$ cat src/sv/dcfm_pkg.sv
// ----------------------------------------------------------------------------
// Drive command filter package
// Shared status codes, register reset value and mixing gains.
// ----------------------------------------------------------------------------
package dcfm_pkg;

  // Status code returned with every packet.
  typedef enum logic [1:0] {
    ST_OK        = 2'd0,
    ST_BAD_CHECK = 2'd1,
    ST_STALE     = 2'd2,
    ST_RESYNC    = 2'd3
  } status_t;

  // Reset value of the rollover gap register.
  localparam logic [15:0] GAP_RESET = 16'd50000;

  // Mixing gains, held as 10-bit signed constants.
  localparam logic signed [9:0] LEFT_GAIN  = 10'sd323;
  localparam logic signed [9:0] RIGHT_GAIN = 10'sd85;

endpackage

$ cat src/sv/dcfm_if.sv
// ----------------------------------------------------------------------------
// Drive command filter channels
// Command packet channel and drive result channel, valid/ready handshake.
// ----------------------------------------------------------------------------

// Incoming joystick command packet.
interface dcfm_cmd_if;
  logic              valid;
  logic              ready;
  logic signed [7:0] stick_x;
  logic signed [7:0] stick_y;
  logic [15:0]       sequence_number;
  logic [7:0]        check_byte;

  modport source (output valid, stick_x, stick_y, sequence_number, check_byte,
                  input ready);
  modport sink   (input valid, stick_x, stick_y, sequence_number, check_byte,
                  output ready);
endinterface

// Outgoing drive result.
interface dcfm_drv_if;
  logic               valid;
  logic               ready;
  logic [1:0]         status;
  logic signed [15:0] left_drive;
  logic signed [15:0] right_drive;

  modport source (output valid, status, left_drive, right_drive, input ready);
  modport sink   (input valid, status, left_drive, right_drive, output ready);
endinterface

$ cat src/sv/dcfm_mixer.sv
// ----------------------------------------------------------------------------
// Drive mixer
// Mixes stick x and y into left and right drive values.
// ----------------------------------------------------------------------------
module dcfm_mixer
  import dcfm_pkg::*;
(
  input  logic signed [7:0]  stick_x,
  input  logic signed [7:0]  stick_y,
  output logic signed [15:0] left_drive,
  output logic signed [15:0] right_drive
);

  logic signed [9:0]  sum_neg;
  logic signed [9:0]  dif_neg;
  logic signed [19:0] left_prod;
  logic signed [19:0] left_bias;
  logic signed [19:0] right_prod;

  // Negated sum and difference, wide enough to hold +256.
  always_comb begin
    sum_neg = -({{2{stick_x[7]}}, stick_x} + {{2{stick_y[7]}}, stick_y});
    dif_neg = -({{2{stick_x[7]}}, stick_x} - {{2{stick_y[7]}}, stick_y});
  end

  // Left: scale by 323, then divide by 4 rounding toward zero.
  always_comb begin
    left_prod  = sum_neg * LEFT_GAIN;
    left_bias  = left_prod + (left_prod[19] ? 20'sd3 : 20'sd0);
    left_drive = 16'(left_bias >>> 2);
  end

  // Right: scale by 85; the result always fits 16 bits.
  always_comb begin
    right_prod  = dif_neg * RIGHT_GAIN;
    right_drive = right_prod[15:0];
  end

endmodule

$ cat src/sv/dcfm_seq_filter.sv
// ----------------------------------------------------------------------------
// Sequence filter
// Checks the packet check byte and sequence number, holds the last sequence
// number and the rollover gap register.
// ----------------------------------------------------------------------------
module dcfm_seq_filter
  import dcfm_pkg::*;
(
  input  logic        clk,
  input  logic        rst,
  input  logic        wr_en,
  input  logic [15:0] wr_data,
  input  logic        step,
  input  logic [7:0]  stick_x,
  input  logic [7:0]  stick_y,
  input  logic [15:0] sequence_number,
  input  logic [7:0]  check_byte,
  output status_t     status
);

  logic [15:0]        rollover_gap;
  logic [15:0]        last_sequence;
  logic [15:0]        last_sequence_next;
  logic signed [16:0] seq_diff;
  logic               check_ok;
  logic               resync;
  logic               newer;

  // Packet checks against the stored number.
  always_comb begin
    check_ok = ((stick_x ^ stick_y) == check_byte);
    seq_diff = $signed({1'b0, last_sequence}) - $signed({1'b0, sequence_number});
    resync   = (seq_diff > $signed({1'b0, rollover_gap}));
    newer    = (sequence_number > last_sequence);
  end

  // Status and next stored number. A resync makes the newer test fail.
  always_comb begin
    last_sequence_next = last_sequence;
    if (!check_ok) begin
      status = ST_BAD_CHECK;
    end else if (resync) begin
      status             = ST_RESYNC;
      last_sequence_next = sequence_number;
    end else if (newer) begin
      status             = ST_OK;
      last_sequence_next = sequence_number;
    end else begin
      status = ST_STALE;
    end
  end

  // Stored sequence number, updated once per processed transaction.
  always_ff @(posedge clk) begin
    if (rst) begin
      last_sequence <= '0;
    end else if (step) begin
      last_sequence <= last_sequence_next;
    end
  end

  // Rollover gap register.
  always_ff @(posedge clk) begin
    if (rst) begin
      rollover_gap <= GAP_RESET;
    end else if (wr_en) begin
      rollover_gap <= wr_data;
    end
  end

endmodule

$ cat src/sv/drive_command_filter_mixer.sv
// ----------------------------------------------------------------------------
// Drive command filter and mixer
// Each command transaction passes the input and result registers.
// Throughput: one command per cycle while drv.ready holds; one result each.
// The stored sequence number is read and written in the same cycle.
// Reset: synchronous; clears the last sequence number to zero, sets the
// rollover gap to 50000 and empties both pipeline registers.
// ----------------------------------------------------------------------------
module drive_command_filter_mixer
  import dcfm_pkg::*;
(
  input  logic        clk,
  input  logic        rst,
  input  logic        wr_en,
  input  logic [15:0] wr_data,
  dcfm_cmd_if.sink    cmd,
  dcfm_drv_if.source  drv
);

  logic               in_valid;
  logic signed [7:0]  in_x;
  logic signed [7:0]  in_y;
  logic [15:0]        in_seq;
  logic [7:0]         in_check;
  logic               advance;
  logic               out_valid;
  status_t            filt_status;
  status_t            out_status;
  logic signed [15:0] mix_left;
  logic signed [15:0] mix_right;
  logic signed [15:0] out_left;
  logic signed [15:0] out_right;

  // The input stage moves on when the result register is free or taken.
  always_comb begin
    advance   = !out_valid || drv.ready;
    cmd.ready = !in_valid || advance;
  end

  // Input register.
  always_ff @(posedge clk) begin
    if (rst) begin
      in_valid <= 1'b0;
    end else if (cmd.ready) begin
      in_valid <= cmd.valid;
    end
  end

  always_ff @(posedge clk) begin
    if (cmd.ready && cmd.valid) begin
      in_x     <= cmd.stick_x;
      in_y     <= cmd.stick_y;
      in_seq   <= cmd.sequence_number;
      in_check <= cmd.check_byte;
    end
  end

  // Check byte and sequence filtering.
  dcfm_seq_filter u_filter (
    .clk             (clk),
    .rst             (rst),
    .wr_en           (wr_en),
    .wr_data         (wr_data),
    .step            (in_valid && advance),
    .stick_x         (in_x),
    .stick_y         (in_y),
    .sequence_number (in_seq),
    .check_byte      (in_check),
    .status          (filt_status)
  );

  // Left and right drive mixing.
  dcfm_mixer u_mixer (
    .stick_x     (in_x),
    .stick_y     (in_y),
    .left_drive  (mix_left),
    .right_drive (mix_right)
  );

  // Result register.
  always_ff @(posedge clk) begin
    if (rst) begin
      out_valid <= 1'b0;
    end else if (advance) begin
      out_valid <= in_valid;
    end
  end

  // Drive values are zero for any packet that is not accepted.
  always_ff @(posedge clk) begin
    if (advance && in_valid) begin
      out_status <= filt_status;
      out_left   <= (filt_status == ST_OK) ? mix_left : 16'sd0;
      out_right  <= (filt_status == ST_OK) ? mix_right : 16'sd0;
    end
  end

  always_comb begin
    drv.valid       = out_valid;
    drv.status      = out_status;
    drv.left_drive  = out_left;
    drv.right_drive = out_right;
  end

endmodule
$ cat src/flat_wrapper.sv
// flat-port wrapper written by rule: the top's interface ports become plain ports
module drive_command_filter_mixer_flat import dcfm_pkg::*;
  (clk, rst, wr_en, wr_data, cmd_valid, cmd_stick_x, cmd_stick_y, cmd_sequence_number, cmd_check_byte, cmd_ready, drv_valid, drv_status, drv_left_drive, drv_right_drive, drv_ready);
  dcfm_cmd_if cmd_i ();
  dcfm_drv_if drv_i ();
  input  logic clk;
  input  logic rst;
  input  logic wr_en;
  input  logic [15:0] wr_data;
  input wire logic [$bits(cmd_i.valid)-1:0] cmd_valid;
  input wire logic [$bits(cmd_i.stick_x)-1:0] cmd_stick_x;
  input wire logic [$bits(cmd_i.stick_y)-1:0] cmd_stick_y;
  input wire logic [$bits(cmd_i.sequence_number)-1:0] cmd_sequence_number;
  input wire logic [$bits(cmd_i.check_byte)-1:0] cmd_check_byte;
  output wire logic [$bits(cmd_i.ready)-1:0] cmd_ready;
  output wire logic [$bits(drv_i.valid)-1:0] drv_valid;
  output wire logic [$bits(drv_i.status)-1:0] drv_status;
  output wire logic [$bits(drv_i.left_drive)-1:0] drv_left_drive;
  output wire logic [$bits(drv_i.right_drive)-1:0] drv_right_drive;
  input wire logic [$bits(drv_i.ready)-1:0] drv_ready;
  assign cmd_i.valid = cmd_valid;
  assign cmd_i.stick_x = cmd_stick_x;
  assign cmd_i.stick_y = cmd_stick_y;
  assign cmd_i.sequence_number = cmd_sequence_number;
  assign cmd_i.check_byte = cmd_check_byte;
  assign cmd_ready = cmd_i.ready;
  assign drv_valid = drv_i.valid;
  assign drv_status = drv_i.status;
  assign drv_left_drive = drv_i.left_drive;
  assign drv_right_drive = drv_i.right_drive;
  assign drv_i.ready = drv_ready;
  drive_command_filter_mixer u_core (.clk(clk), .rst(rst), .wr_en(wr_en), .wr_data(wr_data), .cmd(cmd_i), .drv(drv_i));
endmodule
$ cat config.mk
export PLATFORM = sky130hd
export DESIGN_NAME = drive_command_filter_mixer_flat
export DESIGN_NICKNAME = d
export VERILOG_FILES = /design/src/sv/dcfm_pkg.sv /design/src/sv/dcfm_if.sv /design/src/sv/dcfm_mixer.sv /design/src/sv/dcfm_seq_filter.sv /design/src/sv/drive_command_filter_mixer.sv /design/src/flat_wrapper.sv
export SDC_FILE = /design/constraint.sdc
export NUM_CORES = 1
export LEC_CHECK = 0
export BUFFER_PORTS_ARGS = -buffer_cell sky130_fd_sc_hd__buf_2
export CORE_UTILIZATION = 44
export DETAILED_ROUTE_END_ITERATION = 8
export PLACE_DENSITY = 0.69
export SYNTH_ARGS = -nofsm -noshare
export SYNTH_HDL_FRONTEND = slang
export SYNTH_HIERARCHICAL = 1
export SYNTH_SLANG_ARGS = --single-unit
$ cat constraint.sdc
create_clock -name clk -period 10.83 [get_ports clk]
set_input_delay 2.166 -clock clk [delete_from_list [all_inputs] [get_ports clk]]
set_output_delay 2.166 -clock clk [all_outputs]
set_load 0.05 [all_outputs]
# [Word-level counts from Yosys, hierarchy flattened]
# Index checks and enable logic that the tools add are counted.
[word_totals] register_bits=108 latchBits=0 ram_bits=0 romBits=0 inputBits=61 output_inout_bits=36 wordCells=38 memories=0
[classes] n_addsub=6 mul=2 n_div=0 n_lt_le_gt_ge=2 eq_ne=1 n_shift=0 mux=6 n_bitwise=1 n_reduce_logical=9
[op_table] operator="$mux W16" count=2
[op_table] operator="$mul A10 B10 Y20 const B" count=1
[op_table] operator="$neg A10 Y10" count=2
[op_table] operator="$add A18 B3 Y18" count=1
[op_table] operator="$gt A17 B17 Y1" count=1
[op_table] operator="$sub A16 B16 Y17" count=1
[op_table] operator="$gt A16 B16 Y1" count=1
[op_table] operator="$mul A10 B8 Y16 const B" count=1
[op_table] operator="$add A8 B8 Y9" count=1
[op_table] operator="$sub A8 B8 Y9" count=1
[op_table] operator="$eq A8 B8 Y1" count=1
[op_table] operator="$mux W2" count=4
[op_table] operator="$xor A8 B8 Y8" count=1
[op_table] operator="$reduce_and A3 Y1" count=1
[op_table] operator="$logic_and A1 B1 Y1" count=2
[op_table] operator="$logic_not A1 Y1" count=2
[op_table] operator="$logic_not A2 Y1" count=1
[op_table] operator="$logic_or A1 B1 Y1" count=2
[op_table] operator="$reduce_bool A2 Y1" count=1

# [Depth between registers and ports, before layout]
[depth] depth_word=5 mapped_depth=33

# [By module]
# Netlist, hierarchy kept.
[by_module_without_submodules] module="dcfm_mixer" instances=1 cells_per_inst=528 area_each_um2=4416.7 seq_area_each_um2=0.0
[by_module_without_submodules] module="dcfm_seq_filter" instances=1 cells_per_inst=350 area_each_um2=2797.7 seq_area_each_um2=640.6
[by_module_without_submodules] module="drive_command_filter_mixer" instances=1 cells_per_inst=120 area_each_um2=2551.2 seq_area_each_um2=2262.2

# [Worst setup path after synthesis]
# OpenSTA, ideal clock, no wires.
[synth_path] path_kind="register -> register" start="register u_core.in_y[0]" end="register u_core.out_left[4] (netlist: u_core/drv.left_drive[4]), data pin" setup_ps=255 t_arrival_ps=7343 slack_ps=3232 stages_incl_launch_ff=29 synth_period_minus_slack_ps=7598 cell_sequence="edfxtp_1 ha_1 inv_1 fa_1 nor2_1 o221ai_2 o311a_1 nor4b_4 a31o_2 inv_1 fa_1 ha_1 inv_1 fa_1 inv_1 ha_1 and2_1 nand2_1 o31a_1 a211o_1 a32oi_1 a21oi_1 ha_1 nand2_1 a2111oi_4 o31ai_4 or4_1 xor2_1 and2_1"
[synth_between] elab_chain_len=5
[synth_rtl] item="from (decl)" line="drive_command_filter_mixer.sv:22" rtl="logic signed [7:0] in_y;"
[synth_rtl] item="from (signal assigned)" line="drive_command_filter_mixer.sv:52" rtl="in_y <= cmd.stick_y;"
[synth_rtl] item="$add A8 B8 Y9 (*)" line="dcfm_mixer.sv:22" rtl="sum_neg = -({{2{stick_x[7]}}, stick_x} + {{2{stick_y[7]}}, stick_y});"
[synth_rtl] item="$neg A10 Y10 (*)" line="dcfm_mixer.sv:22"
[synth_rtl] item="$mul A10 B10 Y20 (*)" line="dcfm_mixer.sv:28" rtl="left_prod = sum_neg * LEFT_GAIN;"
[synth_rtl] item="$mux W2" line="dcfm_mixer.sv:29" rtl="left_bias = left_prod + (left_prod[19] ? 20'sd3 : 20'sd0);"
[synth_rtl] item="$add A18 B3 Y18 (*)" line="dcfm_mixer.sv:29"
[synth_rtl] item="net u_core.mix_left[4]" line="drive_command_filter_mixer.sv:29" rtl="logic signed [15:0] mix_left;"
[synth_rtl] item="to (signal assigned)" line="drive_command_filter_mixer.sv:93" rtl="out_left <= (filt_status == ST_OK) ? mix_left : 16'sd0;"
[synth_rtl] item="to (decl)" line="drive_command_filter_mixer.sv:31" rtl="logic signed [15:0] out_left;"
# Mark *: on every way through the listed nets, which the timed path passes. The rest lies on a longest branch.
# A chain may end at the register's enable or synchronous reset.

# [Worst setup path in the final report]
# Same ends and word-level chain as after synthesis.

==> key figures <==
Layout
  • Register area: ~0.0029 mm²
  • Fill count: slightly above 2000
  • Synth-to-layout area growth: 9.93%
  • N_diodes: 0
  • Final net count: 1309
  • Finished Layout Cells: 1364
  • Multi-input combinational cell area: 0.00619 mm²
  • Share of final-layout standard cells stronger than drive strength 1: 0.131

Worst hold path
  • Hold Crit Start: u_core/in_valid$_SDFFE_PP0P_
  • End of the worst hold path: u_core/drv.valid$_SDFFE_PP0P_
  • Hold Path Stages: 2
  • Kind of path behind the tightest hold check: reg2reg

Synthesis
  • Post-synthesis sequential element count: about 110
  • Yosys top cell area share: 0.228
  • Post-synth EDFFs: 74
  • Dominant combinational cell family by area after synthesis: adder cells
  • Most frequent cell after synthesis: inv_1
  • Part of the Yosys area used for sequential elements: 0.297
  • Leading area contributor after synthesis: edfxtp_1
  • Instance count of the mapped netlist: between 900 and 1000
  • Share of the synthesized area in compound gates (AO/OA/AOI/OAI): 0.147
  • Main flop type after synthesis: edfxtp_1
  • Synth unique cells: 85
  • Area share of and/or/nand/nor cells after synthesis: 0.145
  • Share of synthesized cell area in full adder, half adder and majority cells: 0.245
  • Multiplexer share of the synthesized area: 0.0133
  • Post-synth top cells: 135 x inv_1, 133 x ha_1, 74 x edfxtp_1
  • Async set-or-reset flop fraction in the synthesized netlist: 0
  • Area of the mapped netlist: roughly 0.0098 mm²
  • Post-synthesis average cell area: approximately 10 µm²
  • Largest cells by area after synthesis: edfxtp_1 23%, ha_1 17%, fa_1 7.4%, dfxtp_1 7.0%, inv_1 5.2%
  • Nets in the synthesized netlist: 1228
  • Synthesis warning total: 6
  • Post-Synth XOR/XNOR Area: 0.0816

Run
  • Number of max-capacitance violations reported: 0

Floorplan
  • Die footprint: 0.0228 mm²
  • Die extent in x: roughly 150 µm
  • Total I/O pin count: between 90 and 100
  • Number of cell rows: 54
  • Placeable Area: about 0.022 mm²
  • Die height: roughly 150 µm
  • Effective utilization at floorplan: 0.447

Drt
  • Drc violations: 0
  • First DRT Iteration DRCs: roughly 410
  • Total detailed-routing wirelength: ~20000 µm
  • Detailed-routing iteration count for the pre-antenna-repair pass: 5
  • Detail-routed net length per standard cell: between 10 and 15 µm
  • Average via count per standard cell: 5.29
  • Post-route antenna net violation count: 0
  • Via count: slightly above 7000

STA
  • Pin slew with the least headroom to its limit: ~0.97 ns
  • Final worst clock skew: approximately 0.015 ns
  • Max transition margin: 0.345
  • Final min period: a little over 8 ns
  • Min setup slack post-route: about 2.5 ns
  • Max Slew Vio Count: 0
  • Endpoints failing setup: 0
  • Max Fclk: between 100 and 150 MHz
  • RSZ-0062 raised after global routing: no
  • Share of the clock period used by the worst path: 0.767
  • Setup total negative slack: 0 ns
  • Worst hold slack after final layout: 0.467 ns
  • Number of hold-slack violations in the final timing report: 0

Worst setup path
  • Maximum fanout count along the critical path: 12
  • Crit Path Category: reg2reg
  • Library cell contributing the largest single delay on the critical path: fa_1
  • Critical register-to-register path startpoint: u_core/in_y[0]$_DFFE_PP_
  • Critical path's largest stage delay: 0.56 ns
  • Category of the worst setup path launch point: flip-flop
  • Worst R2R End: u_core/drv.left_drive[4]$_SDFFCE_PP0P_
  • Nature of the critical path endpoint: flip-flop
  • Largest delay share family, worst path: adder cells
  • WP data required: 10.96 ns
  • Worst Reg-to-Reg Cells: 29
  • Reg2reg setup slack: around 2.5 ns
  • Data arrival time of the critical path: between 8 and 9 ns
  • CP bufs+invs: 4

Global routing
  • Via count of the first global-routing pass: about 6600
  • Global-route wire length before repair: 32100 µm
  • Total gr overflow: 0
  • All-Layer GR Usage: 0.178
  • Antenna violations before repair: 0
  • Largest net degree at the start of global routing: about 50

Clocking
  • Post-CTS Resized: 0
  • Post-CTS Setup Repair Bufs: 0
  • CTS Hold Buffers Added: 0
  • Maximum count of clock buffers along a single path: 2
  • Clock transition at path regs: 0.08 ns
  • Total CTS buffers: 9
  • TritonCTS sink count: about 110
  • Library cell used as clock root buffer: clkbuf_16
  • Clock latency at the later pin of the worst-skew pair: 0.37 ns
  • TritonCTS clock tree: done
  • Max H-tree Level: 3

Placed design
  • Detailed Place HPWL: ~16000 µm
  • Cell count after placement: 1348
  • Final GP Congestion: ~0.86
  • Worst setup slack before clock tree synthesis: around 2.5 ns
  • Quantity of I/O buffers inserted on ports: 96

Status
  • Status: finished, final reports clean
stage by stage:
step,util,instance area (µm²)
6_report,0.492,10700
5_1_grt,0.492,10700
4_1_cts,0.492,10700
3_5_place_dp,0.479,10500
3_3_place_gp,0.479,10500
2_1_floorplan,-,9770
cell type report:
class	instances	share of cell area
Clock buffer	10	0.0213
Tap cell	280	0.0326
Clock inverter	6	0.00501
Timing Repair Buffer	99	0.0469
Inverter	136	0.0476
Multi-Input combinational cell	725	0.576
Sequential cell	108	0.270
worst max path at each step:
stage	start	end	slack (ns)	cells past startpoint
floorplan	u_core/in_y[0]$_DFFE_PP_	u_core/drv.left_drive[4]$_SDFFCE_PP0P_	3.23	28
global placement	u_core/in_x[1]$_DFFE_PP_	u_core/drv.left_drive[4]$_SDFFCE_PP0P_	2.73	27
detailed placement	u_core/in_y[0]$_DFFE_PP_	u_core/drv.left_drive[4]$_SDFFCE_PP0P_	2.51	28
CTS	u_core/in_y[0]$_DFFE_PP_	u_core/drv.left_drive[4]$_SDFFCE_PP0P_	2.48	28
global route	u_core/in_x[1]$_DFFE_PP_	u_core/drv.left_drive[4]$_SDFFCE_PP0P_	1.89	28
finish	u_core/in_y[0]$_DFFE_PP_	u_core/drv.left_drive[4]$_SDFFCE_PP0P_	2.52	29
worst min-delay path, cell delays in order (launching register included):
cell and delay, ns:
dfxtp_1 0.32, inv_1 0.05, a21oi_1 0.05
cell families after synthesis:
logic type,after synthesis
AND/OR/NAND/NOR,261
AO/OA/AOI/OAI,193
adder cells (fa/ha/maj),170
buffers and inverters,165
flip-flops,108
XOR/XNOR,88
multiplexers,13
state kept, by name (all words and copies together), names as in the netlist:
signal,flops
u_core/drv.left_drive,16
u_core/drv.right_drive,16
u_core/in_seq,16
u_core/u_filter/last_sequence,16
u_core/u_filter/rollover_gap,16
u_core/in_check,8
u_core/in_x,8
u_core/in_y,8
u_core/drv.status,2
u_core/drv.valid,1
u_core/in_valid,1
routing by layer:
layer  global-route usage  up-vias  wire (µm)
met5                    0        -          0
li1                     -     3688          -
met4               0.0460        0        236
met2                0.287      137       9250
met3               0.0280       21        696
met1                0.248     3368       9770
cell usage in the layout (no fill, tap or decap), types with 4 or more instances in the layout:
cell	n
mux2i_1	13
or2_2	4
dfxtp_1	34
nor4_1	7
a211oi_1	9
a31oi_1	4
edfxtp_1	74
and2_1	42
or4_1	4
nand4_1	9
and3_1	8
o311ai_1	17
o21bai_1	6
a21oi_1	43
xor2_1	29
nand3_1	23
nor3_1	14
buf_2	96
fa_1	36
clkbuf_16	9
a21o_1	12
xnor2_1	57
nand2_1	48
nor2_1	57
o21ai_0	27
inv_1	135
o2111ai_1	17
nand2b_1	11
o21a_1	10
nor2b_1	11
o211ai_1	7
ha_1	133
Power is not shown: default switching activity piles up to over one toggle a cycle in this logic, so the estimate is an artifact.
